==> src/hdl/encvel_pkg.sv <==
// ============================================================================
// encvel_pkg
// Shared widths, constants, codes and types for the encoder velocity block.
// ============================================================================
package encvel_pkg;

   localparam int VEL_W       = 40;   // signed Q8 velocity
   localparam int CNT_W       = 32;   // encoder count
   localparam int TIME_W      = 32;   // microsecond timestamp
   localparam int RPC_W       = 32;   // radians per count, Q4.28
   localparam int WINDOW_W    = 5;
   localparam int CSR_DATA_W  = 32;
   localparam int CSR_INDEX_W = 2;
   localparam int FUNC_W      = 2;
   localparam int ANG_W       = 64;   // angular outputs, signed Q16

   localparam int MUL_W       = 32;
   localparam int PROD_W      = 2 * MUL_W;
   localparam int DIV_N_W     = 60;   // dividend / quotient width
   localparam int DIV_D_W     = 32;   // divisor / remainder width
   localparam int DIV_STEPS   = 2;    // quotient bits per cycle

   localparam int AV_SHIFT    = 20;   // Q8 * Q4.28 -> Q16
   localparam int POS_SHIFT   = 12;   // Q0 * Q4.28 -> Q16

   localparam int RING_DEPTH_DEFAULT = 16;

   localparam logic [MUL_W-1:0]    VEL_SCALE    = 32'd256000000; // 1e6 us/s * 256
   localparam logic [RPC_W-1:0]    RPC_RESET    = 32'd6588397;
   localparam logic [WINDOW_W-1:0] WINDOW_RESET = 5'd16;
   localparam logic [VEL_W-1:0]    VEL_MAX      = 40'h7F_FFFF_FFFF;
   localparam logic [VEL_W-1:0]    VEL_MIN      = 40'h80_0000_0000;

   localparam logic [CSR_INDEX_W-1:0] CSR_REVERSE = 2'd0;
   localparam logic [CSR_INDEX_W-1:0] CSR_WINDOW  = 2'd1;
   localparam logic [CSR_INDEX_W-1:0] CSR_RPC     = 2'd2;

   typedef enum logic [FUNC_W-1:0] {
      FUNC_START  = 2'd0,
      FUNC_SAMPLE = 2'd1,
      FUNC_CLEAR  = 2'd2,
      FUNC_NOP    = 2'd3
   } func_type;

   typedef enum logic [3:0] {
      S_IDLE,
      S_POS,
      S_VMUL,
      S_VDIV,
      S_VWAIT,
      S_SUM,
      S_DRAIN,
      S_MDIV,
      S_MWAIT,
      S_AVHI,
      S_AVLO,
      S_AVSUM,
      S_OUT
   } state_type;

   typedef struct packed {
      logic clear;
      logic wr_en;
      logic rd_en;
   } ring_ctl_type;

endpackage

==> src/hdl/encvel_mul.sv <==
// ============================================================================
// encvel_mul
// Shared unsigned 32x32 multiplier with registered product.
// ============================================================================
module encvel_mul (
   input  logic                             clock,
   input  logic [encvel_pkg::MUL_W-1:0]     op_a,
   input  logic [encvel_pkg::MUL_W-1:0]     op_b,
   output logic [encvel_pkg::PROD_W-1:0]    product
);

   logic [encvel_pkg::PROD_W-1:0] product_ff;

   always_ff @(posedge clock) begin
      product_ff <= encvel_pkg::PROD_W'(op_a) * encvel_pkg::PROD_W'(op_b);
   end

   assign product = product_ff;

endmodule

==> config.mk <==
export PLATFORM = sky130hd
export DESIGN_NAME = encvel_mul
export DESIGN_NICKNAME = d
export VERILOG_FILES = /design/src/hdl/encvel_pkg.sv /design/src/hdl/encvel_mul.sv
export SDC_FILE = /design/constraint.sdc
export NUM_CORES = 2
export LEC_CHECK = 0
export ABC_CLOCK_PERIOD_IN_PS = 29000
export BUFFER_PORTS_ARGS = -buffer_cell sky130_fd_sc_hd__buf_2
export CAP_MARGIN = 20
export CORE_MARGIN = 5
export CORE_UTILIZATION = 40
export DETAILED_ROUTE_END_ITERATION = 16
export PLACE_DENSITY = 0.68
export SKIP_LAST_GASP = 1
export SLEW_MARGIN = 20
export SYNTH_ARGS = -nofsm -noshare
export SYNTH_HDL_FRONTEND = slang
export SYNTH_SLANG_ARGS = --single-unit
==> constraint.sdc <==
create_clock -name clock -period 29 [get_ports clock]
set_input_delay 8.7 -clock clock [delete_from_list [all_inputs] [get_ports clock]]
set_output_delay 8.7 -clock clock [all_outputs]
set_load 0.01 [all_outputs]
# == Word level (Yosys, flattened, before mapping) ==
# Index checks and enable logic that the tools add are counted.
# op_classes
n_addsub,0
multipliers,1
div,0
n_lt_le_gt_ge,0
eq_ne,0
shift,0
n_mux,0
bitwise_logic,0
reduce_logical,0
# ops
op,count
$mul A32 B32 Y64,1
# totals
ff_bits,64
latch_bits,0
mem_bits_rw,0
mem_bits_ro,0
in_bits,65
output_inout_bits,64
wordCells,2
memories,0

# == Depth between registers and ports, before layout ==
# logic_depth
depth_word,1
mapped_depth,29
depth_no_buf,27

# == Worst setup path before layout ==
# Ideal clock, no wire load.
# synth_timing
path_kind,input -> register
startpoint,input op_a[25] in the netlist's numbering
endpoint,"register product_ff, in the netlist product[62]"
setup_time_ps,72
arrival_ps,15381
required_ps,28928
slack_ps,13547
path_stages,25
n_path_buf,2
path_cell_list,clkbuf_1 nand2_1 fa_1 inv_1 fa_1 inv_1 fa_1 inv_1 fa_1 fa_1 fa_1 fa_1 inv_1 fa_1 inv_1 ha_1 buf_2 nand4_1 or4_1 or3_1 a31oi_1 a31o_2 a211oi_1 o21ai_1 xor2_1
# synth_between
elab_chain_len,1
# synth_rtl
item,line_no,source
"start, declared",encvel_mul.sv:7,"input logic [encvel_pkg::MUL_W-1:0] op_a,"
$mul A32 B32 Y64,encvel_mul.sv:15,product_ff <= encvel_pkg::PROD_W'(op_a) * encvel_pkg::PROD_W'(op_b);
"end signal, assigned",encvel_mul.sv:15,
"end, declared",encvel_mul.sv:12,logic [encvel_pkg::PROD_W-1:0] product_ff;
# Every way passes these cells.

# == Worst setup path in the final report ==
# Ends and elaborated chain as after synthesis.

==> qor.csv <==
stage;metric;value;unit
outcome;status;complete, no violations;
clock_network;cts repair resizes;0;
clock_network;total CTS buffers;9;
floorplan;die area;0.0927;mm²
clock_network;clock sink total;64;
sta;max-slew violations;0;
synthesis;#FFs+latches synth;64;
worst_setup_path;CP required;29.28;ns
clock_network;worst-case clock buffer depth;2;
sta;Achievable Freq;61.3;MHz
sta;Hold Vio Cnt, Final;0;
sta;final setup TNS;0;ns
finish;# nets final;4893;
sta;Worst Tran Pin Value;0.893;ns
drt;wire length per cell;18.5;µm
drt;DRT Wirelength;89200;µm
worst_hold_path;HP Class;in -> reg;
synthesis;synthesized area;0.0347;mm²
floorplan;total core area;0.0863;mm²
global_route;largest net degree at the start of global routing;33;
worst_hold_path;Hold Crit Depth;2;
synthesis;dominant cell type by area after synthesis;fa_1;
finish;Area Growth Syn to Fin;4.60;%
floorplan;Die H;304;µm
drt;drt initial violations;1474;
worst_setup_path;Startpoint Class;input port;
synthesis;Top FF cell, synth;dfxtp_1;
synthesis;Area contributors post-synth;fa_1, and2_1, ha_1;
global_route;first-pass GRT wire length;146000;µm
synthesis;count of flip-flops with a built-in enable after synthesis;0;
sta;final setup violating endpoints;0;
global_route;vias in the first global route;27168;
clock_network;Hold Buf Count CTS;0;
worst_setup_path;WS Path Type;in -> reg;
placement;port bufs;128;
worst_setup_path;critical path arrival;16.58;ns
worst_setup_path;Max FO, Critical Path;32;
drt;Routed Antenna Nets;0;
drt;Vias;24598;
clock_network;postcts setup bufs;0;
run;max_cap viols;0;
drt;DRC viols;0;
worst_setup_path;critical path endpoint category;flop;
drt;first-pass detailed-route iteration total;5;
global_route;GRT overflow;0;
clock_network;H-tree depth;3;
synthesis;Post-Syn Nets;4972;
sta;RSZ-0062 raised after global routing;no;
placement;DPL Wire Length;73000;µm
global_route;GR Util All Layers;19.7;%
synthesis;asr flop ratio synth;0;%
placement;Final Wtd Congestion;0.891;
global_route;initial antenna violation count;10;
clock_network;root buffer cell;clkbuf_16;
sta;period utilization;56.2;%
finish;share of cells above drive strength 1;4.44;%
drt;number of vias per cell;5.09;
synthesis;Avg Inst Size Synth;9.25;µm²
floorplan;Chip Width;304;µm
synthesis;register area share after synthesis;3.69;%
clock_network;clock transition at the registers of the reported paths;0.06;ns
synthesis;Synth Instances;3748;
synthesis;Warnings, synthesis;0;
sta;fin crit period;16.30;ns
floorplan;Initial Utilization;40.2;%
floorplan;I/O pin count;129;
synthesis;count of different cell masters after synthesis;57;
clock_network;CTS tree;done;
finish;max reg flops;64;
floorplan;FP Rows;108;
synthesis;post-synth top area share;51.7;%
sta;Slew headroom;40.5;%
finish;fillcell total;8443;
## critical path, cell delays in order
cell      delay (ns)
buf_2           0.54
nand2_1         0.18
fa_1            0.57
inv_1           0.06
fa_1            0.53
inv_1           0.05
fa_1            0.52
inv_1           0.05
fa_1            0.48
fa_1            0.59
fa_1            0.43
fa_1            0.48
inv_1           0.05
fa_1            0.52
inv_1           0.05
ha_1            0.42
nand4_1         0.24
or4_1           0.47
or3_1           0.36
a31oi_1         0.53
a31o_2          0.30
a211oi_1        0.12
o21ai_1         0.17
xor2_1          0.14
## stage by stage
step	area (µm²)	setup slack (ns)	instances	util [%]	hold WS, ns
after floorplan	34700	13.55	3748	-	8.83
after global placement	35900	12.48	4813	41.6	9.09
after detailed placement	35900	12.38	4813	41.6	9.09
after CTS	36300	12.74	4829	42.0	8.98
after global routing	36300	12.30	4830	42.0	9.01
final	36300	12.70	4832	42.0	9.00
## area by class of cell
type	instances	area, µm²	area share (%)
diodes	3	7.51	0.0207
inverters	865	3250	8.95
well taps	1155	1450	3.98
multi-input cells	2599	29300	80.8
clock inverters	7	95.1	0.262
flip-flops and latches	64	1280	3.53
repair buffers	130	656	1.81
clock buffers	9	225	0.621
## routing by layer
metal	global-route usage (%)	vias up	share of wire, %
met5	0	-	0.033
met4	7.94	4	4.9
met3	2.69	223	5.3
met2	35.0	795	51
met1	24.4	12884	39
li1	-	10692	-
## cells by family after synthesis
kind of cell | count (synthesis) | synth area share, %
flops | 64 | 3.69
compound gates | 202 | 4.15
mux | 1 | 0.0289
buf+inv | 1085 | 11.8
simple gates | 1177 | 17.6
fa+ha+maj | 1159 | 61.2
xor+xnor | 60 | 1.52
## synth_stat cells (12+ instances only)
cell / n
clkbuf_1: 213
dfxtp_1: 64
fa_1: 896
a21o_1: 40
and2_1: 602
xor2_1: 25
ha_1: 263
nand4_1: 23
a21oi_1: 63
nand2_1: 480
nor2_1: 20
o21ai_0: 21
and3_1: 14
xnor2_1: 35
a31oi_1: 12
inv_1: 865
## worst paths after layout
| check | slack, ns | endpoint | startpoint |
|---|---|---|---|
| min | 9.00 | product[0] | op_a[0] |
| max | 12.70 | product[62] | op_a[25] |
## cell usage in the layout, fill, tap and decap left out, drive strengths merged, types with 10 or more instances in the layout
cell	Yosys	routed
buf	7	130
nor2	20	20
nand3	10	10
nand4	23	23
a31oi	12	12
fa	896	896
xnor2	35	35
nand2	480	480
ha	263	263
dfxtp	64	64
and2	602	602
and3	14	14
xor2	25	25
a21oi	66	66
o21bai	11	11
o21ai	26	26
inv	865	866
a21o	40	40
Power is not shown: default switching activity piles up to over one toggle a cycle in this logic, so the estimate is an artifact.
