## config.mk

```make
export PLATFORM = sky130hd
export DESIGN_NAME = encvel_div
export DESIGN_NICKNAME = d
export VERILOG_FILES = /design/src/hdl/encvel_pkg.sv /design/src/hdl/encvel_div.sv
export SDC_FILE = /design/constraint.sdc
export NUM_CORES = 1
export LEC_CHECK = 0
export BUFFER_PORTS_ARGS = -buffer_cell sky130_fd_sc_hd__buf_2
export CAP_MARGIN = 5
export CORE_MARGIN = 2
export CORE_UTILIZATION = 30
export CTS_CLUSTER_SIZE = 20
export DETAILED_ROUTE_END_ITERATION = 6
export HOLD_SLACK_MARGIN = 0.1
export PLACE_DENSITY = 0.54
export RECOVER_POWER = 25
export SETUP_SLACK_MARGIN = 0.1
export SYNTH_ARGS = -nofsm -noshare
export SYNTH_HDL_FRONTEND = slang
export SYNTH_SLANG_ARGS = --single-unit
```

## constraint.sdc

```tcl
create_clock -name clock -period 4.55 [get_ports clock]
set_input_delay 0 -clock clock [delete_from_list [all_inputs] [get_ports clock]]
set_output_delay 0 -clock clock [all_outputs]
set_load 0.02 [all_outputs]
```

## src/hdl/encvel_pkg.sv

```systemverilog
// ============================================================================
// encvel_pkg
// Shared widths, constants, codes and types for the encoder velocity block.
// ============================================================================
package encvel_pkg;

   localparam int VEL_W       = 40;   // signed Q8 velocity
   localparam int CNT_W       = 32;   // encoder count
   localparam int TIME_W      = 32;   // microsecond timestamp
   localparam int RPC_W       = 32;   // radians per count, Q4.28
   localparam int WINDOW_W    = 5;
   localparam int CSR_DATA_W  = 32;
   localparam int CSR_INDEX_W = 2;
   localparam int FUNC_W      = 2;
   localparam int ANG_W       = 64;   // angular outputs, signed Q16

   localparam int MUL_W       = 32;
   localparam int PROD_W      = 2 * MUL_W;
   localparam int DIV_N_W     = 60;   // dividend / quotient width
   localparam int DIV_D_W     = 32;   // divisor / remainder width
   localparam int DIV_STEPS   = 2;    // quotient bits per cycle

   localparam int AV_SHIFT    = 20;   // Q8 * Q4.28 -> Q16
   localparam int POS_SHIFT   = 12;   // Q0 * Q4.28 -> Q16

   localparam int RING_DEPTH_DEFAULT = 16;

   localparam logic [MUL_W-1:0]    VEL_SCALE    = 32'd256000000; // 1e6 us/s * 256
   localparam logic [RPC_W-1:0]    RPC_RESET    = 32'd6588397;
   localparam logic [WINDOW_W-1:0] WINDOW_RESET = 5'd16;
   localparam logic [VEL_W-1:0]    VEL_MAX      = 40'h7F_FFFF_FFFF;
   localparam logic [VEL_W-1:0]    VEL_MIN      = 40'h80_0000_0000;

   localparam logic [CSR_INDEX_W-1:0] CSR_REVERSE = 2'd0;
   localparam logic [CSR_INDEX_W-1:0] CSR_WINDOW  = 2'd1;
   localparam logic [CSR_INDEX_W-1:0] CSR_RPC     = 2'd2;

   typedef enum logic [FUNC_W-1:0] {
      FUNC_START  = 2'd0,
      FUNC_SAMPLE = 2'd1,
      FUNC_CLEAR  = 2'd2,
      FUNC_NOP    = 2'd3
   } func_type;

   typedef enum logic [3:0] {
      S_IDLE,
      S_POS,
      S_VMUL,
      S_VDIV,
      S_VWAIT,
      S_SUM,
      S_DRAIN,
      S_MDIV,
      S_MWAIT,
      S_AVHI,
      S_AVLO,
      S_AVSUM,
      S_OUT
   } state_type;

   typedef struct packed {
      logic clear;
      logic wr_en;
      logic rd_en;
   } ring_ctl_type;

endpackage

```

## src/hdl/encvel_div.sv

```systemverilog
// ============================================================================
// encvel_div
// Shared unsigned restoring divider, DIV_STEPS quotient bits per cycle.
// ============================================================================
module encvel_div (
   input  logic                              clock,
   input  logic                              reset,
   input  logic                              start,
   input  logic [encvel_pkg::DIV_N_W-1:0]    dividend,
   input  logic [encvel_pkg::DIV_D_W-1:0]    divisor,
   output logic                              done,
   output logic [encvel_pkg::DIV_N_W-1:0]    quotient
);

   localparam int N      = encvel_pkg::DIV_N_W;
   localparam int D      = encvel_pkg::DIV_D_W;
   localparam int ITER   = N / encvel_pkg::DIV_STEPS;
   localparam int CNT_BW = $clog2(ITER + 1);

   logic              busy_ff;
   logic              done_ff;
   logic [CNT_BW-1:0] cnt_ff;
   logic [D-1:0]      rem_ff;
   logic [D-1:0]      rem_in;
   logic [N-1:0]      quo_ff;
   logic [N-1:0]      quo_in;
   logic [D-1:0]      den_ff;
   logic [D:0]        trial;

   always_comb begin
      rem_in = rem_ff;
      quo_in = quo_ff;
      trial  = '0;
      for (int s = 0; s < encvel_pkg::DIV_STEPS; s++) begin
         trial = {rem_in, quo_in[N-1]};
         if (trial >= {1'b0, den_ff}) begin
            trial  = trial - {1'b0, den_ff};
            quo_in = {quo_in[N-2:0], 1'b1};
         end else begin
            quo_in = {quo_in[N-2:0], 1'b0};
         end
         rem_in = trial[D-1:0];
      end
   end

   always_ff @(posedge clock) begin
      if (reset) begin
         busy_ff <= 1'b0;
         done_ff <= 1'b0;
         cnt_ff  <= '0;
      end else begin
         done_ff <= 1'b0;
         if (start) begin
            busy_ff <= 1'b1;
            cnt_ff  <= CNT_BW'(ITER);
         end else if (busy_ff) begin
            cnt_ff <= cnt_ff - CNT_BW'(1);
            if (cnt_ff == CNT_BW'(1)) begin
               busy_ff <= 1'b0;
               done_ff <= 1'b1;
            end
         end
      end
   end

   always_ff @(posedge clock) begin
      if (start) begin
         rem_ff <= '0;
         quo_ff <= dividend;
         den_ff <= divisor;
      end else if (busy_ff) begin
         rem_ff <= rem_in;
         quo_ff <= quo_in;
      end
   end

   assign done     = done_ff;
   assign quotient = quo_ff;

endmodule

```

# [Yosys cells after proc, flatten, opt, wreduce, memory -nomap -nowiden]
# Cells that the tools add are included.
[op_classes] n_eq_ne=1 add_sub_neg=3 muxes=12 n_reduce_logical=3 bitwise_logic=1 n_lt_le_gt_ge=2
[ops] op="$mux 60" n=2
[ops] op="$ge 33x32->1" n=2
[ops] op="$mux 32" n=2
[ops] op="$sub 32x32->32" n=2
[ops] op="$mux 5" n=2
[ops] op="$mux 1" n=6
[ops] op="$eq 5x1->1 const B" n=1
[ops] op="$sub 5x1->5 const B" n=1
[ops] op="$reduce_or 3->1" n=1
[ops] op="$reduce_bool 2->1" n=1
[ops] op="$reduce_or 2->1" n=1
[ops] op="$not 1->1" n=1
[word_totals] reg_bits=131 out_inout_bits=61 in_bits=95 wordCells=29

# [Depth between registers and ports, before layout]
[depth] ltp_word=6 ltp_mapped=23 ltp_nobuf=22

# [Least setup slack after synthesis]
# OpenSTA, ideal clock, no wires.
[synth_path] path_kind="register to register" startpoint="register den_ff[1]" endpoint="register rem_ff[22]" stages_incl_launch_ff=20 path_buffers=1 synth_period_minus_slack_ps=4815 arrival_time_ps=4724 required_ps=4459 path_slack_ps=-265 setup_time_ps=91 cell_sequence="edfxtp_1 inv_1 ha_1 nand2b_1 a21oi_1 o41a_1 a32o_2 o21ai_2 nand2_4 buf_6 mux2_2 ha_1 a211oi_1 o21bai_1 o31a_1 o31a_1 o41ai_1 xnor2_1 o21ai_0 a311oi_1"
[synth_via] elab_chain_cells=4 word_cells_on_any_way=6 classes_between="2 x add/sub; 2 x order compare; 2 x mux"
[synth_lines] item="start, declared" line="encvel_div.sv:27" source="logic [D-1:0] den_ff;"
[synth_lines] item="start signal, assigned" line="encvel_div.sv:70" source="den_ff <= divisor;"
[synth_lines] item="$sub 32x32->32 / $ge 33x32->1 (equally long branches)" line="encvel_div.sv:37, encvel_div.sv:36"
[synth_lines] item="$mux 32" line="encvel_div.sv:36" source="if (trial >= {1'b0, den_ff}) begin"
[synth_lines] item="$sub 32x32->32 / $ge 33x32->1 (equally long branches)" line="encvel_div.sv:37, encvel_div.sv:36"
[synth_lines] item="$mux 32 *" line="encvel_div.sv:36"
[synth_lines] item="end signal, assigned" line="encvel_div.sv:72" source="rem_ff <= rem_in;"
[synth_lines] item="end, declared" line="encvel_div.sv:23" source="logic [D-1:0] rem_ff;"
# Mark *: on every way between the ends. The rest lies on a longest branch, timed or not.
# A chain may end at the register's enable or synchronous reset.

# [Worst setup path in the final report]
[layout_path] startpoint="register den_ff[0]" endpoint="register rem_ff[24]"
# The elaborated chain is that of the path after synthesis.

==> results.sh <==
export IMPL_cts_tree="built"
export IMPL_p_leak_nw=6.72
export IMPL_grt_max_degree=68
export IMPL_clock_sinks=131
export IMPL_crit_arrival_ps=5120
export IMPL_hold_viol=0
export IMPL_clk_insertion_delay_late_ps=440
export IMPL_fin_setup_tns_ps=-3070
export IMPL_slew_viol_final=0
export IMPL_fin_nets=1683
export IMPL_timing_rr_end="rem_ff[24]$_SDFFE_PP0P_"
export IMPL_final_common_cell="buf_4"
export IMPL_final_layout_size_suffix_gt1_frac=0.480
export IMPL_gp_congestion=0.953
export IMPL_final_area_um2=15600
export IMPL_skew_ps=13.9
export IMPL_grt_util_all_layers=0.223
export IMPL_cap_violations=0
export IMPL_drtIter0Drc=800
export IMPL_cts_clk_slew_worst_paths_ps=70
export IMPL_synth_edf_count=92
export IMPL_grt_pass1_wl_um=57000
export IMPL_critPathCaptureType="register"
export IMPL_layout_cells_non_filler=1928
export IMPL_reg2regPathDepth=22
export IMPL_power_density_nw_per_um2=799
export IMPL_htreeDepth=4
export IMPL_grt_overflow=0
export IMPL_total_power_mw=12.4
export IMPL_r2r_slack_ps=-230
export IMPL_io_buffers=155
export IMPL_syn_cell_area_um2=9410
export IMPL_antenna_cells=0
export IMPL_coreArea_um2=30700
export IMPL_hold_end="den_ff[6]$_DFFE_PP_"
export IMPL_fin_crit_ps=4780
export IMPL_vias_per_cell=5.19
export IMPL_rsz0062_at_grt="yes"
export IMPL_ir_worst_vdd_v=0.000357
export IMPL_ant_nets=0
export IMPL_cp_start_kind="register"
export IMPL_crit_type="register to register"
export IMPL_setup_viol=32
export IMPL_syn_num_nets=1142
export IMPL_yosys_warnings=0
export IMPL_hold_depth=1
export IMPL_ys_types=83
export IMPL_async_flop_share=0
export IMPL_min_period_over_period=1.05
export IMPL_slew_headroom=0.322
export IMPL_die_h_um=181
export IMPL_dp_cells=1765
export IMPL_post_place_ws_ps=-534
export IMPL_layout_common_cells="285 x buf_4, 154 x buf_2, 93 x dlygate4sd3_1"
export IMPL_timing_final_ws_setup_ps=-234
export IMPL_clock_fmax_mhz=209
export IMPL_fin_util=0.506
export IMPL_num_vias=10000
export IMPL_drt_pre_antenna_iters=5
export IMPL_wl_per_cell_um=19.2
export IMPL_synth_area_per_cell_um2=9.61
export IMPL_fin_hold_ws_ps=82.4
export IMPL_start_util=0.306
export IMPL_placed_area_um2=12700
export IMPL_yosysSeqAreaShare=0.377
export IMPL_violations="negative setup slack"
export IMPL_worstMarginPinSlew_ps=1020
export IMPL_ys_ff_latch=131
export IMPL_wirelength_um=37100
export IMPL_nFillCells=2813
export IMPL_clockRootBuffer="clkbuf_16"
export IMPL_cts_buffers=17
export IMPL_io_pins=156
export IMPL_die_x_um=181
export IMPL_hold_start="start"
export IMPL_antenna_found_initial=0
export IMPL_ys_flop_type="edfxtp_1"
export IMPL_cp_max_fo=6
export IMPL_synthCells=979
export IMPL_status="complete, but fails checks"
export IMPL_crit_required_ps=4880
export IMPL_grt_pass1_vias=10200
export IMPL_clock_path_buffers=2
export IMPL_syn2layout_area_growth_pct=65.5
export IMPL_die_area_um2=32800
export IMPL_holdCritPathClass="input pin to register"
export IMPL_drc_errors=0
export IMPL_row_count=64
export IMPL_r2r_start="den_ff[0]$_DFFE_PP_"
export IMPL_dp_hpwl_um=26400
-- synth_stat cells (all sizes together) (5+ instances only) --
library cell	number	share of area
o21bai	6	0.0048
mux2	74	0.089
o21ai	45	0.026
a31oi	8	0.0053
o31ai	6	0.0062
nand3b	5	0.0040
o221ai	5	0.0047
o211ai	29	0.024
a311oi	7	0.0072
o21a	10	0.0081
a21o	12	0.0096
buf	11	0.0080
a211oi	9	0.0072
inv	62	0.025
a21boi	5	0.0040
o311ai	5	0.0047
nor3	19	0.011
nand4	22	0.015
nor2b	9	0.0060
edfxtp	92	0.29
nor4	14	0.0093
or2	7	0.0047
nand2	68	0.028
ha	66	0.088
xnor2	34	0.032
clkbuf	29	0.012
nand2b	12	0.0080
nor2	63	0.027
dfxtp	39	0.083
xor2	16	0.015
a221o	5	0.0053
and3	12	0.0080
a21oi	82	0.044
nand3	29	0.015
-- layer usage --
layer  wire, um  track usage  up-vias
met2      18000        0.382      336
met3       2130       0.0520       43
met5          0            0        -
met1      16300        0.280     4836
met4        629       0.0634        0
li1           -            -     4785
-- sequential cells by signal, indices dropped and copies added, names as in the netlist --
| signal | count |
|---|---|
| den_ff | 32 |
| done | 1 |
| cnt_ff | 5 |
| busy_ff | 1 |
| rem_ff | 32 |
| quotient | 60 |
-- repair_timing --
action / in CTS / in global routing
hold endpoints to repair: 99 / 0
gates cloned: 2 / 0
buffers inserted: 19 / 18
pin swaps: 46 / 40
hold buffers: 93 / 0
endpoints found under the setup margin: 33 / 33
resized for setup: 129 / 64
-- how the worst max path moves through the flow --
stage	slack (ps)	to	depth (start not counted)	from
after detailed placement	-530	rem_ff[24]$_SDFFE_PP0P_	22	den_ff[3]$_DFFE_PP_
after floorplan	90	rem_ff[29]$_SDFFE_PP0P_	21	quotient[59]$_DFFE_PP_
after global routing	-410	rem_ff[22]$_SDFFE_PP0P_	20	den_ff[4]$_DFFE_PP_
after CTS	-200	rem_ff[24]$_SDFFE_PP0P_	21	den_ff[0]$_DFFE_PP_
after global placement	-580	rem_ff[24]$_SDFFE_PP0P_	22	den_ff[18]$_DFFE_PP_
final	-230	rem_ff[24]$_SDFFE_PP0P_	22	den_ff[0]$_DFFE_PP_
-- critical path, stage by stage (launching register included) --
cell,delay (ps)
edfxtp_1,440
ha_4,300
nand4_1,240
nor4_4,280
buf_4,200
a31oi_4,80
o21a_1,140
o21a_4,170
nand2_8,110
buf_6,170
a21oi_4,90
fa_1,450
nand3_2,120
a21oi_1,70
buf_4,150
o31a_1,290
o31a_1,380
o41ai_2,260
buf_4,190
a31oi_1,90
o311ai_2,100
a21oi_2,90
nor4_2,260
-- logic make-up (layout without fill, tap and decap cells) --
family	count (synthesis)	count (layout)	share of synthesized area
XOR/XNOR	50	50	0.0465
buffers and inverters	104	656	0.0451
AO/OA/AOI/OAI	272	272	0.198
multiplexers	76	76	0.0907
adder cells (fa/ha/maj)	68	68	0.0920
AND/OR/NAND/NOR	278	279	0.151
flip-flops	131	131	0.377
-- cell type report --
type | instances | area [um2] | share of cell area
clock inverter | 13 | 151 | 0.00972
multi-input combinational | 745 | 6480 | 0.416
sequential | 131 | 3550 | 0.228
inverter | 64 | 240 | 0.0154
timing repair buffer | 561 | 4230 | 0.271
tap | 396 | 495 | 0.0318
clock buffer | 18 | 429 | 0.0276
-- where the power goes --
group	switching [mW]	internal, mW	leakage, nW	total [mW]
registers	0.154	1.52	1.24	1.67
logic	4.59	4.75	5.19	9.34
clock network	0.621	0.817	0.287	1.44
total	5.36	7.08	6.72	12.4
Note: power is estimated with default switching activity, not from simulation.
