`config.mk`:
```
export PLATFORM = sky130hd
export DESIGN_NAME = encvel_ring
export DESIGN_NICKNAME = d
export VERILOG_FILES = /design/src/hdl/encvel_pkg.sv /design/src/hdl/encvel_ring.sv
export SDC_FILE = /design/constraint.sdc
export NUM_CORES = 1
export LEC_CHECK = 0
export BUFFER_PORTS_ARGS = -buffer_cell sky130_fd_sc_hd__buf_2
export CORE_MARGIN = 2
export CORE_UTILIZATION = 43
export DETAILED_ROUTE_END_ITERATION = 10
export HOLD_SLACK_MARGIN = 0.05
export MAX_ROUTING_LAYER = met4
export PLACE_DENSITY = 0.63
export SKIP_CTS_REPAIR_TIMING = 1
export SYNTH_ARGS = -nofsm -noshare
export SYNTH_HDL_FRONTEND = slang
export SYNTH_SLANG_ARGS = --single-unit
```
`constraint.sdc`:
```
create_clock -name clock -period 9.9 [get_ports clock]
set_input_delay 0.99 -clock clock [delete_from_list [all_inputs] [get_ports clock]]
set_output_delay 0.99 -clock clock [all_outputs]
set_load 0.01 [all_outputs]
```
`src/hdl/encvel_pkg.sv`:
```
// ============================================================================
// encvel_pkg
// Shared widths, constants, codes and types for the encoder velocity block.
// ============================================================================
package encvel_pkg;

   localparam int VEL_W       = 40;   // signed Q8 velocity
   localparam int CNT_W       = 32;   // encoder count
   localparam int TIME_W      = 32;   // microsecond timestamp
   localparam int RPC_W       = 32;   // radians per count, Q4.28
   localparam int WINDOW_W    = 5;
   localparam int CSR_DATA_W  = 32;
   localparam int CSR_INDEX_W = 2;
   localparam int FUNC_W      = 2;
   localparam int ANG_W       = 64;   // angular outputs, signed Q16

   localparam int MUL_W       = 32;
   localparam int PROD_W      = 2 * MUL_W;
   localparam int DIV_N_W     = 60;   // dividend / quotient width
   localparam int DIV_D_W     = 32;   // divisor / remainder width
   localparam int DIV_STEPS   = 2;    // quotient bits per cycle

   localparam int AV_SHIFT    = 20;   // Q8 * Q4.28 -> Q16
   localparam int POS_SHIFT   = 12;   // Q0 * Q4.28 -> Q16

   localparam int RING_DEPTH_DEFAULT = 16;

   localparam logic [MUL_W-1:0]    VEL_SCALE    = 32'd256000000; // 1e6 us/s * 256
   localparam logic [RPC_W-1:0]    RPC_RESET    = 32'd6588397;
   localparam logic [WINDOW_W-1:0] WINDOW_RESET = 5'd16;
   localparam logic [VEL_W-1:0]    VEL_MAX      = 40'h7F_FFFF_FFFF;
   localparam logic [VEL_W-1:0]    VEL_MIN      = 40'h80_0000_0000;

   localparam logic [CSR_INDEX_W-1:0] CSR_REVERSE = 2'd0;
   localparam logic [CSR_INDEX_W-1:0] CSR_WINDOW  = 2'd1;
   localparam logic [CSR_INDEX_W-1:0] CSR_RPC     = 2'd2;

   typedef enum logic [FUNC_W-1:0] {
      FUNC_START  = 2'd0,
      FUNC_SAMPLE = 2'd1,
      FUNC_CLEAR  = 2'd2,
      FUNC_NOP    = 2'd3
   } func_type;

   typedef enum logic [3:0] {
      S_IDLE,
      S_POS,
      S_VMUL,
      S_VDIV,
      S_VWAIT,
      S_SUM,
      S_DRAIN,
      S_MDIV,
      S_MWAIT,
      S_AVHI,
      S_AVLO,
      S_AVSUM,
      S_OUT
   } state_type;

   typedef struct packed {
      logic clear;
      logic wr_en;
      logic rd_en;
   } ring_ctl_type;

endpackage

```
`src/hdl/encvel_ring.sv`:
```
// ============================================================================
// encvel_ring
// Velocity ring memory: one write port, one registered read port, per-entry
// valid bits so that a clear takes effect at once.
// ============================================================================
module encvel_ring #(
   parameter int DEPTH = encvel_pkg::RING_DEPTH_DEFAULT,
   parameter int PTR_W = (DEPTH > 1) ? $clog2(DEPTH) : 1
) (
   input  logic                            clock,
   input  logic                            reset,
   input  encvel_pkg::ring_ctl_type        ctl,
   input  logic [PTR_W-1:0]                wr_addr,
   input  logic [encvel_pkg::VEL_W-1:0]    wr_data,
   input  logic [PTR_W-1:0]                rd_addr,
   output logic [encvel_pkg::VEL_W-1:0]    rd_data
);

   logic [encvel_pkg::VEL_W-1:0] mem [DEPTH];
   logic [DEPTH-1:0]             valid_ff;
   logic [encvel_pkg::VEL_W-1:0] rd_raw_ff;
   logic                         rd_valid_ff;

   always_ff @(posedge clock) begin
      if (ctl.wr_en) begin
         mem[wr_addr] <= wr_data;
      end
      if (ctl.rd_en) begin
         rd_raw_ff <= mem[rd_addr];
      end
   end

   always_ff @(posedge clock) begin
      if (reset) begin
         valid_ff    <= '0;
         rd_valid_ff <= 1'b0;
      end else begin
         if (ctl.clear) begin
            valid_ff <= '0;
         end else if (ctl.wr_en) begin
            valid_ff[wr_addr] <= 1'b1;
         end
         if (ctl.rd_en) begin
            rd_valid_ff <= valid_ff[rd_addr];
         end
      end
   end

   // never-written or cleared entries read as zero
   assign rd_data = rd_valid_ff ? rd_raw_ff : '0;

endmodule

```
## Yosys cells after proc, flatten, opt, wreduce, memory -nomap -nowiden

Memories as Yosys holds them, arrays and structs flattened. A register that Yosys moved wholly into a read port is not among the register bits.
Cells that the tools add are included.

| storage, ports and cells | value |
|---|---|
| input bits | 53 |
| memory bits (writable) | 640 |
| register bits after elaboration | 17 |
| memories | 1 |

| operators by class | value |
|---|---|
| multiplexer cells | 7 |
| $lt $le $gt $ge | 3 |
| bitwise logic cells | 1 |
| reductions and logical operators | 2 |

Memories:

| memory | depth | bits a word | rd ports | clocked after Yosys merged registers in | wr ports | line | text |
|---|---|---|---|---|---|---|---|
| mem | 16 | 40 | 1 | 1 | 1 | encvel_ring.sv:19 | `logic [encvel_pkg::VEL_W-1:0] mem [DEPTH];` |

Operators by type and width:

| operator | count |
|---|---|
| $mux 40 | 1 |
| $or 16x16->16 | 1 |
| $lt 4x5->1 const B | 2 |
| $bmux 1 s4 | 1 |
| $demux 1 s4 | 1 |
| $ge 4x1->1 const B | 1 |
| $mux 1 | 4 |
| $reduce_or 2->1 | 1 |
| $logic_and 1x1->1 | 1 |

## Longest topological paths before layout

Gate-level depths: netlist (run 1).

| logic depth | value |
|---|---|
| depth in word-level cells | 5 |
| mapped depth | 7 |
| mapped depth without buffers | 4 |

## Worst setup path before layout (run 1)

Ideal clock, no wire load.

| timing | value |
|---|---|
| path type | input -> register |
| from | input wr_addr[2] |
| to | memory mem[0][0] (netlist bit) (enable) |
| setup time | 0.490 ns |
| data arrival time | 4.295 ns |
| cell stages on the path | 2 |
| slack | 5.115 ns |
| path through | or3b_2 nor3_1 |

RTL lines:

| element | line | text |
|---|---|---|
| start, declared | encvel_ring.sv:13 | `input logic [PTR_W-1:0] wr_addr,` |
| end, declared | encvel_ring.sv:19 |  |

Straight into the memory's write port.

==> key figures, run 1 <==
Layout
  – Highest-count cells in the layout ignoring fill and taps: edfxtp_1, mux4_2, buf_2, clkbuf_16, and2_1
  – Finished Layout Cells: 2018
  – Area Growth Syn to Fin: 13.5%
  – Nets: 1236
  – Leading cell type in the layout, fill and taps excluded: edfxtp_1
  – Share of cells above drive strength 1: 33.9%
  – Layout fillers: 4737
  – Area of the multi-input gates: 5250 sq um
  – Final Util: 49.3%
  – Design area: 29700 sq um
  – Seq. cell area: 20800 sq um

Floorplanning
  – Die area: 62900 sq um
  – Initial Util: 43.5%
  – Row count: 90
  – Die X-Extent: 251 microns
  – Core Area: 60200 sq um
  – Die Ht: 251 microns
  – I/O pins: 93

GRT
  – Grt ovf: 0
  – All-Layer GR Usage: 18.7%
  – Largest net degree at the start of global routing: 99
  – Met1 usage: 23.8%
  – GR Util met2: 31.3%
  – Global routing's busiest layer: met2
  – First-pass GRT wire length: 81500 microns
  – Initial antenna violation count: 5
  – Vias in the first global route: 12200
  – Met3 Use GR: 3.00%

Worst setup path
  – Setup Crit Path Kind: in2reg
  – Crit end category: flip-flop
  – CP arrival: 4.05 ns
  – Critical Path RT: 10.22 ns
  – CP Launch Type: input port
  – Maximum fanout along the worst path: 63

Place
  – Dpl cells: 1892
  – Gpl congestion: 0.674
  – Post-place instance area: 27700 sq um
  – Port bufs: 92
  – HPWL Detailed: 25600 microns

Clock network
  – Clock buffer depth: 3
  – H-Tree Level Count: 3
  – Worst-path clk slew: 0.06 ns
  – Num CTS Buffers: 71
  – CTS tree: done
  – Clk_lat worst skew: 0.59 ns
  – CTS sink cnt: 697
  – CTS root buf: clkbuf_16

Power
  – Pleak: 9.38 nW
  – Sw Pwr: 1.20 mW
  – Clk pwr share: 39.9%
  – PD cells: 202 nW/um^2
  – Internal power: 4.81 mW
  – Switch share: 19.9%
  – Combinational power share: 4.6%
  – Sequential Power Share: 55.5%
  – Peak supply drop: 0.130 mV
  – Overall power: 6.00 mW

Timing
  – Tmin final: 3.73 ns
  – Worst Tran Pin Value: 1.07 ns
  – Tcrit/Tclk final: 37.7%
  – Final setup viols: 0
  – Post-Route Skew: 0.00860 ns
  – F_max: 0.268 GHz
  – Max transition margin: 28.7%
  – RSZ-0062 raised after global routing: false
  – Pins over their slew limit: 0
  – Final hold violations: 0
  – Setup TNS: 0 ns

Synthesis
  – Syn_area_per_cell: 25.1 sq um
  – Synth area leader: edfxtp_1
  – Area share of the largest cell type after synthesis: 78.0%
  – Flop and latch count out of synthesis: 697
  – Number of library cell types mapped by synthesis: 23
  – Seq/Total Area, Yosys: 79.3%
  – Syn_nets: 1098
  – Mapped Cells: 1045
  – Syn. warnings: 0
  – Ranking of synthesized cells by area: edfxtp_1, mux4_2, dfxtp_1
  – Synthesized cell area: 26200 sq um

Route
  – Via count: 11400
  – Pre-Repair DR Iteration Count: 5
  – Wire length per cell: 27.7 microns
  – DRC viols: 0
  – Detail Route Antenna Nets: 0
  – Initial drt markers: 1052
  – Post-DR vias/cell: 5.67
  – Aggregate routed wire length: 55800 microns

Outcome
  – Outcome: complete, no violations

Flow run
  – Max-Cap Viols: 0

Worst hold path
  – Worst min-delay path class: reg2reg
power groups by stage:
stage               logic (mW)  clock network [mW]  registers, mW
floorplan                0.173                   0           3.39
global placement         0.274                   0           3.39
detailed placement       0.281                   0           3.40
CTS                      0.281                2.46           3.33
global route             0.296                2.57           3.34
finish                   0.274                2.40           3.33
per-layer routing:
layer  vias up  wire length, microns
met1      6295                 23100
met2       302                 28900
met5         -                     0
met3        74                  2780
met4         0                  1020
li1       4768                     -
metrics by stage:
step,setup slack [ns],hold WS (ns)
after detailed placement,5.41,0.450
after global routing,5.82,0.473
after floorplan,5.12,0.435
final,6.17,0.463
after CTS,6.02,0.464
after global placement,5.43,0.441
cells by family after synthesis:
logic type      after synthesis  synth area share (%)
flops                       697                  79.3
buf+inv                      51                  1.06
mux                         206                  17.5
simple gates                 71                  1.53
compound gates               20                 0.583
sequential cells by signal, indices dropped and copies added (netlist names):
register	cells
valid_ff	16
mem	640
rd_raw_ff	40
rd_valid_ff	1
Yosys cell counts:
cell	count
edfxtp_1	680
mux4_2	202
and2_1	40
clkbuf_1	24
dfxtp_1	17
nor2_1	16
o21a_1	16
buf_2	12
buf_6	9
buf_1	5
mux2i_1	4
nor3_1	4
nand3b_1	3
a221oi_1	2
nand2_1	2
nand2b_1	2
a22oi_1	1
buf_4	1
nand3_1	1
nor2b_1	1
o211ai_1	1
or3b_1	1
or3b_2	1
critical path, cell delays in order:
cell    delay, ns
buf_8        0.54
buf_4        0.72
buf_4        0.67
mux4_2       0.59
mux4_2       0.47
area by class of cell:
cell class,count,area share [%]
Antenna cell,6,0.0505
Clock buffer,97,6.45
Clock inverter,23,0.409
Multi-Input combinational cell,297,17.7
Sequential cell,697,69.9
Tap cell,782,3.29
Timing Repair Buffer,116,2.22
path summary, 6_finish.rpt:
check	start	end	slack [ns]	cells past startpoint
min reg2reg	valid_ff[11]	valid_ff[11]	0.46	1
min	valid_ff[11]	valid_ff[11]	0.46	1
max reg2reg	mem[10][18]	rd_raw_ff[18]	8.29	2
max	rd_addr[0]	rd_raw_ff[36]	6.17	5
No activity file was read; power rests on OpenSTA's default activity.
==> run 2: changes to the inputs <==
Settings changed: ABC_AREA set to 1, PLACE_DENSITY 0.63 to 0.65.
Clock period 9.9 ns to 3.37 ns, I/O delays scaled along.
==> run 2 against run 1 <==
  * Critical path depth is 1 lower
  * Largest cell class unchanged
  * Cell area is 4.0% higher
  * Clock-buffer cell count decreased by 4
  * Global-route usage is 2.3 points higher
  * Non-clock buffer count grew 19
  * Final cell count grew 50%
==> key figures, run 2 <==
Route
  – DRC viols: 0
  – Via count: 16900
  – Initial drt markers: 1742
  – Detail Route Antenna Nets: 0
  – Aggregate routed wire length: 67300 microns
  – Wire length per cell: 22.2 microns
  – Pre-Repair DR Iteration Count: 6
  – Post-DR vias/cell: 5.58

Layout
  – Top reg by flops: mem
  – Share of cells above drive strength 1: 11.3%
  – Final Util: 49.2%
  – Biggest regs: mem: 640 flops, rd_raw_ff: 40 flops, valid_ff: 16 flops
  – Highest-count cells in the layout ignoring fill and taps: edfxtp_1, nor2_1, o21ai_0, o211ai_1, nand2_1
  – Largest register FFs: 640
  – Nets: 2193
  – Design area: 30900 sq um
  – Leading cell type in the layout, fill and taps excluded: edfxtp_1
  – Area Growth Syn to Fin: 13.5%

Timing
  – Tcrit/Tclk final: 72.4%
  – Post-Route Skew: 0.00991 ns
  – Max transition margin: 39.1%
  – Worst Tran Pin Value: 0.913 ns
  – Hold Slack: 0.117 ns
  – RSZ-0062 raised after global routing: false
  – Tmin final: 2.44 ns
  – Final hold violations: 0
  – Final setup viols: 0
  – Pins over their slew limit: 0
  – F_max: 0.410 GHz
  – Setup TNS: 0 ns

Worst setup path
  – Delay of the slowest cell on the worst path: 0.91 ns
  – CP max stage cell: dfxtp_2
  – Crit-path cells: buf_4 -> nand2_1 -> inv_1 -> buf_2
  – Critical Path RT: 3.03 ns
  – Flop2flop setup slack: 2.06 ns
  – CP Launch Type: flip-flop
  – CP arrival: 2.10 ns
  – R2R Path Start: mem[13][37]
  – Maximum fanout along the worst path: 23
  – Setup Crit Path Kind: reg2out
  – Worst Setup SP: rd_valid_ff
  – Crit end category: primary output

Floorplanning
  – Row count: 92
  – Die area: 65300 sq um
  – I/O pins: 93
  – Die Ht: 256 microns
  – Core Area: 62900 sq um
  – Initial Util: 43.3%
  – Die X-Extent: 256 microns

Synthesis
  – Synth Area in XOR/XNOR: 0%
  – Synth cell count leaders: edfxtp_1, nor2_1, o21ai_0, o211ai_1, nand2_1
  – Post-synth ARST share: 0%
  – Syn_area_per_cell: 13.1 sq um
  – Flop and latch count out of synthesis: 697
  – Area fraction in and, or, nand and nor cells after synthesis: 10.2%
  – Syn. warnings: 0
  – Synth Area in Compound Gates: 10.5%
  – Synth area leader: edfxtp_1
  – Mux cell area share after synthesis: 0%
  – Post-synth EDFFs: 680
  – Number of library cell types mapped by synthesis: 19
  – Count leader, synth: edfxtp_1
  – Ys flop type: edfxtp_1
  – Mapped Cells: 2076
  – Largest family of logic cells by synthesized area: compound AO/OA/AOI/OAI gates
  – Seq/Total Area, Yosys: 76.3%
  – Syn_nets: 2129
  – Area share of the largest cell type after synthesis: 75.0%
  – Adder-cell share of the synthesized area: 0%
  – Ranking of synthesized cells by area: edfxtp_1, nor2_1, o21ai_0
  – Synthesized cell area: 27200 sq um

Power
  – Pleak: 10.3 nW
  – Overall power: 18.1 mW
  – Peak supply drop: 0.294 mV
  – PD cells: 585 nW/um^2

GRT
  – Vias in the first global route: 16500
  – Initial antenna violation count: 0
  – Grt ovf: 0
  – Largest net degree at the start of global routing: 133
  – First-pass GRT wire length: 101000 microns
  – All-Layer GR Usage: 21.0%

Place
  – Port bufs: 92
  – Post-place instance area: 28800 sq um
  – Gpl congestion: 0.749
  – HPWL Detailed: 34100 microns

Clock network
  – CTS tree: done
  – Num CTS Buffers: 68
  – Clk_lat worst skew: 0.59 ns
  – Worst-path clk slew: 0.06 ns
  – Clock buffer depth: 3
  – CTS root buf: clkbuf_16
  – CTS sink cnt: 697
  – H-Tree Level Count: 3

Flow run
  – Max-Cap Viols: 0

Outcome
  – Outcome: complete, no violations

Worst hold path
  – Hold path start: wr_data[25]
  – Worst min-delay path class: in2reg
==> run 2: cell types whose count changed in the layout (fill, tap and decap cells not counted), sizes merged, moves of 4 or more <==
cell / change
o21ai: +320
o211ai: +133
and2: -40
mux2i: -4
inv: +54
nand3: +94
buf: +17
nand2: +101
nor2: +486
o21a: -16
mux4: -202
diode: -5
o221ai: +26
==> run 2: stage by stage <==
stage | std cells | setup WS (ns)
2_1_floorplan | 2076 | 0.583
5_1_grt | 3034 | 0.838
3_5_place_dp | 2915 | 0.989
6_report | 3035 | 0.931
4_1_cts | 3033 | 0.905
3_3_place_gp | 2915 | 1.04
==> run 2: final timing paths <==
kind / to / cells past startpoint
setup / recovery: rd_data[23] / 4
hold / removal: mem[14][25] / 1
setup reg to reg: rd_raw_ff[37] / 6
hold reg to reg: valid_ff[5] / 2
==> run 2: critical path: cells and delay by family, from the launching register on <==
kind / cells / cell delay (ns)
simple gates: 1 / 0.07
flops: 1 / 0.91
buf+inv: 3 / 0.48
==> run 2: cells by family after synthesis <==
logic type	count (synthesis)
AO/OA/AOI/OAI	482
flip-flops	697
buffers and inverters	194
AND/OR/NAND/NOR	703
==> run 2: layout make-up <==
type,count,area [sq um]
timing repair buffer,135,1020
sequential,697,20800
antenna,1,2.50
inverter,53,208
clock inverter,25,206
tap,846,1060
multi-input combinational,1185,5740
clock buffer,93,1900
fill,5404,32000
==> run 2: layer usage <==
metal / global-route usage (%) / part of all wire (%) / routed length (microns)
met1: 29.1 / 44 / 29500
met2: 32.5 / 47 / 31600
met3: 3.21 / 7.2 / 4840
met4: 5.72 / 2.1 / 1380
met5: - / 0 / 0
==> run 2: power by group <==
part,switching (mW),total (mW),internal [mW]
sequential,0.0617,9.79,9.73
clock,3.09,7.28,4.18
combinational,0.741,1.02,0.274
==> run 3: changes to the inputs <==
Settings changed: ABC_AREA 1 to 0, PLACE_DENSITY 0.65 to 0.63.
Clock period 3.37 ns to 2.55 ns, I/O delays scaled along.
==> run 3 against run 2 <==
  * Register-to-register slack lost 1.1 ns
  * Critical path depth shrank 1
  * Sequential power rose by 32%
  * Critical endpoint is now rd_data[11]
  * Cell area decreased by 0.75%
  * Clock skew is 0.0015 ns higher
  * Non-clock buffer count grew 18
  * Clock power rose by 37%
  * Largest cell class unchanged
  * Final cell count shrank 32%
  * Combinational power rose by 15%
  * Global-route usage shrank 2.1 points
==> key figures, run 3 (synthesis gave the netlist of run 1 again) <==
Clock network
  – CTS sink cnt: 697
  – H-Tree Level Count: 3
  – Worst-path clk slew: 0.06 ns
  – CTS tree: done
  – CTS root buf: clkbuf_16
  – Clock buffer depth: 3
  – Num CTS Buffers: 70
  – Clk_lat worst skew: 0.58 ns

Worst setup path
  – Critical Path RT: 2.30 ns
  – Flop2flop setup slack: 0.95 ns
  – CP arrival: 1.72 ns
  – Maximum fanout along the worst path: 21
  – Crit end category: primary output
  – Setup Crit Path Kind: reg2out
  – CP Launch Type: flip-flop

Floorplanning
  – Row count: 90
  – Die area: 62900 sq um
  – I/O pins: 93
  – Initial Util: 43.5%
  – Die X-Extent: 251 microns
  – Die Ht: 251 microns
  – Core Area: 60200 sq um

Timing
  – F_max: 0.506 GHz
  – Post-Route Skew: 0.0114 ns
  – Max transition margin: 57.2%
  – Tmin final: 1.97 ns
  – RSZ-0062 raised after global routing: false
  – PnR worst setup slack: 0.575 ns
  – Tcrit/Tclk final: 77.4%
  – Pins over their slew limit: 0
  – Final hold violations: 0
  – Hold Slack: 0.0446 ns
  – Worst Tran Pin Value: 0.643 ns
  – Final setup viols: 0

Place
  – Gpl congestion: 0.704
  – Port bufs: 92
  – HPWL Detailed: 28100 microns
  – Pre-CTS setup slack: 0.341 ns
  – Dpl cells: 1914

Power
  – Switch share: 19.6%
  – Clk pwr share: 41.5%
  – Sequential Power Share: 53.6%
  – Peak supply drop: 0.465 mV
  – Sw Pwr: 4.72 mW
  – Pleak: 9.78 nW
  – Combinational power share: 4.8%
  – Internal power: 19.4 mW
  – Overall power: 24.1 mW
  – PD cells: 787 nW/um^2

Route
  – Aggregate routed wire length: 56200 microns
  – Initial drt markers: 1085
  – Detail Route Antenna Nets: 0
  – Post-DR vias/cell: 5.64
  – Pre-Repair DR Iteration Count: 5
  – Wire length per cell: 27.4 microns
  – Via count: 11600
  – DRC viols: 0

Flow run
  – Max-Cap Viols: 0

GRT
  – Grt ovf: 0
  – Largest net degree at the start of global routing: 52
  – First-pass GRT wire length: 82600 microns
  – All-Layer GR Usage: 18.9%
  – Vias in the first global route: 12400
  – Initial antenna violation count: 4

Layout
  – Biggest regs: mem: 640 flops, rd_raw_ff: 40 flops, valid_ff: 16 flops
  – Highest-count cells in the layout ignoring fill and taps: edfxtp_1, mux4_2, buf_2, clkbuf_16, and2_1
  – Share of cells above drive strength 1: 35.8%
  – Nets: 1272
  – Top reg by flops: mem
  – Leading cell type in the layout, fill and taps excluded: edfxtp_1
  – Finished Layout Cells: 2053
  – Area Growth Syn to Fin: 17.1%
  – Final Util: 50.9%
  – Largest register FFs: 640

Worst hold path
  – Worst min-delay path class: in2reg

Outcome
  – Outcome: complete, no violations
[run 3: cell types whose count changed in the layout (fill, tap and decap cells not counted), moves of 94 or more]
cell	change
nand3_1	-94
nand2_1	-101
o211ai_1	-133
nor2_1	-482
mux4_2	+202
o21ai_0	-313
[run 3: power by group through the flow]
stage,clock [mW],combinational (mW),sequential (mW)
global placement,0,1.15,13.2
detailed placement,0,1.17,13.2
floorplan,0,0.676,13.1
global route,10.7,1.26,13.0
CTS,10.2,1.17,12.9
finish,10.0,1.17,12.9
[run 3: per-stage QoR]
stage	instance area (sq um)	TNS [ns]
3_3_place_gp	28300	0
3_5_place_dp	28300	0
6_report	30700	0
5_1_grt	30700	0
2_1_floorplan	26200	-51.26
4_1_cts	30500	0
[run 3: area by class of cell]
type	instances	area (sq um)
well taps	782	978
clock buffers	91	1910
diodes	3	7.51
fillers	4653	29600
repair buffers	153	1400
flip-flops and latches	697	20800
clock inverters	30	320
multi-input cells	297	5280
[run 3: per-layer routing]
layer  vias up  share of wire (%)  GRT usage, %
met5         -                  0             -
met4         0                1.7          5.22
met3        69                5.6          3.18
met2       313                 49          29.2
met1      6354                 44          26.4
li1       4850                  -             -
[run 3: path summary, 6_finish.rpt]
kind,depth (start not counted),start,endpoint
setup / recovery,3,rd_valid_ff,rd_data[11]
hold / removal,1,wr_data[34],mem[1][34]
setup reg to reg,2,mem[6][10],rd_raw_ff[10]
hold reg to reg,1,valid_ff[14],valid_ff[14]
[run 3: critical path: stages, from the launching register on]
cell and delay, ns:
dfxtp_2 0.32, buf_4 0.32, and2_1 0.31, buf_2 0.17
